[config.mk]
export PLATFORM = sky130hd
export DESIGN_NAME = pdd_ram
export DESIGN_NICKNAME = d
export VERILOG_FILES = /design/src/rtl/pdd_ram.sv
export SDC_FILE = /design/constraint.sdc
export NUM_CORES = 2
export LEC_CHECK = 0
export ABC_AREA = 1
export BUFFER_PORTS_ARGS = -buffer_cell sky130_fd_sc_hd__buf_4
export CORE_MARGIN = 5
export CORE_UTILIZATION = 60
export CTS_BUF_LIST = sky130_fd_sc_hd__clkbuf_4 sky130_fd_sc_hd__clkbuf_8 sky130_fd_sc_hd__clkbuf_16
export DETAILED_ROUTE_END_ITERATION = 12
export PLACE_DENSITY_LB_ADDON = 0.05
export SKIP_CTS_REPAIR_TIMING = 1
export SLEW_MARGIN = 10
export SYNTH_ARGS = -nofsm -noshare
export SYNTH_HDL_FRONTEND = slang
export SYNTH_SLANG_ARGS = --single-unit
[constraint.sdc]
create_clock -name clk -period 12.3 [get_ports clk]
set_input_delay 0.615 -clock clk [delete_from_list [all_inputs] [get_ports clk]]
set_output_delay 0.615 -clock clk [all_outputs]
set_load 0.02 [all_outputs]
[src/rtl/pdd_ram.sv]
// Generic single-write, single-read RAM with registered read data.
`timescale 1ns / 1ps
module pdd_ram #(
  parameter int WIDTH = 32,
  parameter int DEPTH = 64
) (
  input  logic                     clk,
  input  logic                     we,
  input  logic [$clog2(DEPTH)-1:0] waddr,
  input  logic [WIDTH-1:0]         wdata,
  input  logic [$clog2(DEPTH)-1:0] raddr,
  output logic [WIDTH-1:0]         rdata
);

  logic [WIDTH-1:0] mem [DEPTH];

  always_ff @(posedge clk) begin
    if (we) begin
      mem[waddr] <= wdata;
    end
    rdata <= mem[raddr];
  end

endmodule

Word level (Yosys, flattened, before mapping)
Memories as Yosys holds them, arrays and structs flattened. A register that Yosys moved wholly into a read port is not among the register bits.
Index checks and enable logic that the tools add are counted.
{"block": "totals", "n_memories": 1, "ff_bits": 0, "ramBits": 2048, "output_inout_bits": 32, "elab_cells": 3}
{"memory": "mem", "words": 64, "word_bits": 32, "rd": 1, "rd_clocked_by_memory_dff": 1, "wr": 1, "line": "15", "source": "logic [WIDTH-1:0] mem [DEPTH];"}
{"block": "classes", "mux": 2}
{"op": "$mux 1", "count": 2}

Logic depth before layout (Yosys ltp)
{"block": "depth", "depth_word": 2, "ltp_mapped": 13, "mapped_depth_nobuf": 9}

Least setup slack after synthesis
No wires, ideal clock.
{"block": "synth_path", "path_type": "input to register", "start": "input we", "end": "memory mem[48][0], enable pin", "setup_slack_ns": 7.555, "n_path_buf": 1, "stages": 3, "arrival_ns": 4.243, "setup_ns": 0.502, "cell_sequence": "clkbuf_1 -> nand4_1 -> nor4_1"}
{"block": "synth_via", "elab_chain_cells": 2}
{"item": "from (decl)", "line": "8", "source": "input logic we,"}
{"item": "$mux 1", "line": "18", "source": "if (we) begin"}
{"item": "$mux 1 (implied by the code)", "line": "19", "source": "mem[waddr] <= wdata;"}
{"item": "to (decl)", "line": "15"}
Every way passes these cells.

==> flow_summary.yaml <==
outcome:
  status: "finished clean"
die:
  core_area_mm2: 0.137
  initial_core_util_pct: 60.3
  die_area_mm2: 0.145
  die_w_um: 381
  row_count: 136
  boundaryPins: 78
  fp.dieH_um: 381
critical_path:
  r2r_start: "mem[27][17]"
  endpoint_kind: "flip-flop"
  critPathRequiredTime_ns: 13.06
  critPathMaxFanout: 119
  crit_path_start: "raddr[0]"
  critPathLaunchType: "primary input"
  crit_arrival_ns: 6.07
  crit_type: "in -> reg"
timing:
  fin_skew_ns: 0.0252
  rsz0062_at_grt: "false"
  finalCritPeriodShare_pct: 43.2
  maxSlewHeadroom_pct: 18.1
  fin_ws_ns: 6.99
  fmax_mhz: 188
  tightestPinTransition_ns: 1.23
  setup_tns_ns: 0
  layout_min_cycle_time_ns: 5.31
  slew_viol_final: 0
  finalHoldViolations: 0
  setup_viol_count_final: 0
power:
  leakagePower_uw: 0.0322
  powerDensity_mw_per_mm2: 163
  irDropWorstVdd_v: 0.000117
yosys:
  netlist_area_mm2: 0.0827
  yosys_warnings: 0
  yosysTopAreaCell: "edfxtp_1"
  ys_seq_area_share_pct: 75.1
  ys_types: 16
  yosys.area.top_type_share_pct: 74.3
  ys_top_cells_by_count: "2,248 x nand2_1, 2,048 x edfxtp_1, 1,907 x nand3_1"
  avgSynthCellArea_um2: 12.2
  syn-num-nets: 6815
  synth.ff_latch_count: 2080
  synth-edff-count: 2048
  synth_cells: 6769
  synth_ff_type: "edfxtp_1"
  async_reset_ff_share_pct: 0
  synthTopCellsByArea: "edfxtp_1 74%, nand3_1 12%, nand2_1 10%"
  yosysMostFrequentCell: "nand2_1"
drt:
  wire_per_inst_um: 27.1
  vias: 54500
  routed_wl_um: 236000
  detail_route.vias_per_cell: 6.26
  ant_nets: 0
  first_pass_iters: 5
  drt_iter0_drc: 6937
  drcViolationCount: 0
global_route:
  overflow: 0
  use_met3_pct: 6.67
  antenna_found_initial: 19
  grt_pass1_wl_um: 343000
  grt_usage_pct: 32.2
  grt_max_degree: 228
  grtUsageMet2_pct: 49.0
  use_met1_pct: 47.6
  grt_busiest_layer: "met2"
  grt_pass1_vias: 50700
run:
  maxCapViolCount: 0
worst_hold_path:
  hold_path.class: "in -> reg"
  hold_start: "waddr[1]"
clocking:
  clk_latency_ns: 0.83
  cts_made_buffers: 203
  cts.sinks: 2080
  cts_max_level: 4
  tritoncts: "built"
  clockBufferDepth: 3
  clockRootBuffer: "clkbuf_16"
  path_clk_slew_ns: 0.06
placement:
  routabilityCongestion: 0.822
  numPortBuffers: 77
  dpl.hpwl_um: 114000
  pre_cts_slack_ns: 6.26
cells_and_area:
  fillers: 9961
  area.growth.synth_to_final_pct: 10.5
  post-route-util_pct: 66.6
  drive_above_1_share_pct: 8.68
  nets: 6768
-- where the power goes --
group          total, uW  switching (uW)  leakage [uW]  internal, uW
Sequential          7880            30.9        0.0187          7850
Clock               6160            2600       0.00335          3560
Combinational        911             706        0.0102           206
Total              14900            3330        0.0322         11600
-- worst paths after layout --
kind	end	slack (ns)	depth (start not counted)
setup reg to reg	rdata[17]	10.48	8
setup / recovery	rdata[27]	6.99	13
hold reg to reg	rdata[28]	0.78	8
hold / removal	mem[53][11]	0.23	2
-- per-layer routing --
metal / share of wire, % / wire (um)
met5: 0.0093 / 22
met1: 40 / 94600
met4: 3.0 / 7170
met3: 12 / 27200
met2: 45 / 107000
-- area by class of cell --
type / count / area, um^2 / share of cell area, %
inverter: 12 / 81.3 / 0.0890
antenna: 11 / 27.5 / 0.0301
timing repair buffer: 197 / 1520 / 1.66
tap: 1794 / 2240 / 2.46
clock buffer: 276 / 5830 / 6.38
sequential: 2080 / 62100 / 68.0
multi-input combinational: 4228 / 18800 / 20.5
clock inverter: 106 / 807 / 0.883
-- kinds of logic after synthesis --
family	share of synthesized area (%)
AND/OR/NAND/NOR	22.1
flip-flops	75.1
buffers and inverters	2.78
-- worst max-delay path: stages --
cell and delay (ns):
buf_8 0.45, buf_4 0.79, buf_4 1.01, buf_4 0.90
buf_4 1.02, nand2_1 0.12, nand3_1 0.14, nand3_1 0.09
nand3_1 0.12, nand3_1 0.09, nand2_1 0.19, nand2_1 0.08
nand2_1 0.09
-- through the flow --
| step | hold WS [ns] | power, uW | cells | instance area, um^2 |
|---|---|---|---|---|
| 2_1_floorplan | 0.714 | 8510 | 6769 | 82700 |
| 3_3_place_gp | 0.753 | 8910 | 8311 | 84800 |
| 3_5_place_dp | 0.773 | 8920 | 8311 | 84800 |
| 4_1_cts | 0.170 | 15000 | 8693 | 91400 |
| 5_1_grt | 0.196 | 15400 | 8693 | 91400 |
| 6_report | 0.227 | 14900 | 8704 | 91400 |
-- state kept, by name, summed over array words and instances, names as in the netlist --
signal	count
mem	2048
rdata	32
-- placed cells by master (no fill, tap or decap), types with 2 or more instances in the layout --
cell type,synthesis,layout
buf_4,45,192
nand2_1,2248,2248
clkbuf_4,0,53
bufinv_16,0,12
clkbuf_8,0,13
nor4_2,0,8
nand3_1,1907,1907
edfxtp_1,2048,2048
inv_6,0,7
nand4_1,9,9
inv_1,9,7
clkinv_2,0,37
nor2_4,0,56
inv_8,0,2
clkbuf_16,0,210
buf_8,2,3
diode_2,0,11
clkinv_1,0,49
dfxtp_1,32,32
No activity file was read; power rests on OpenSTA's default activity.
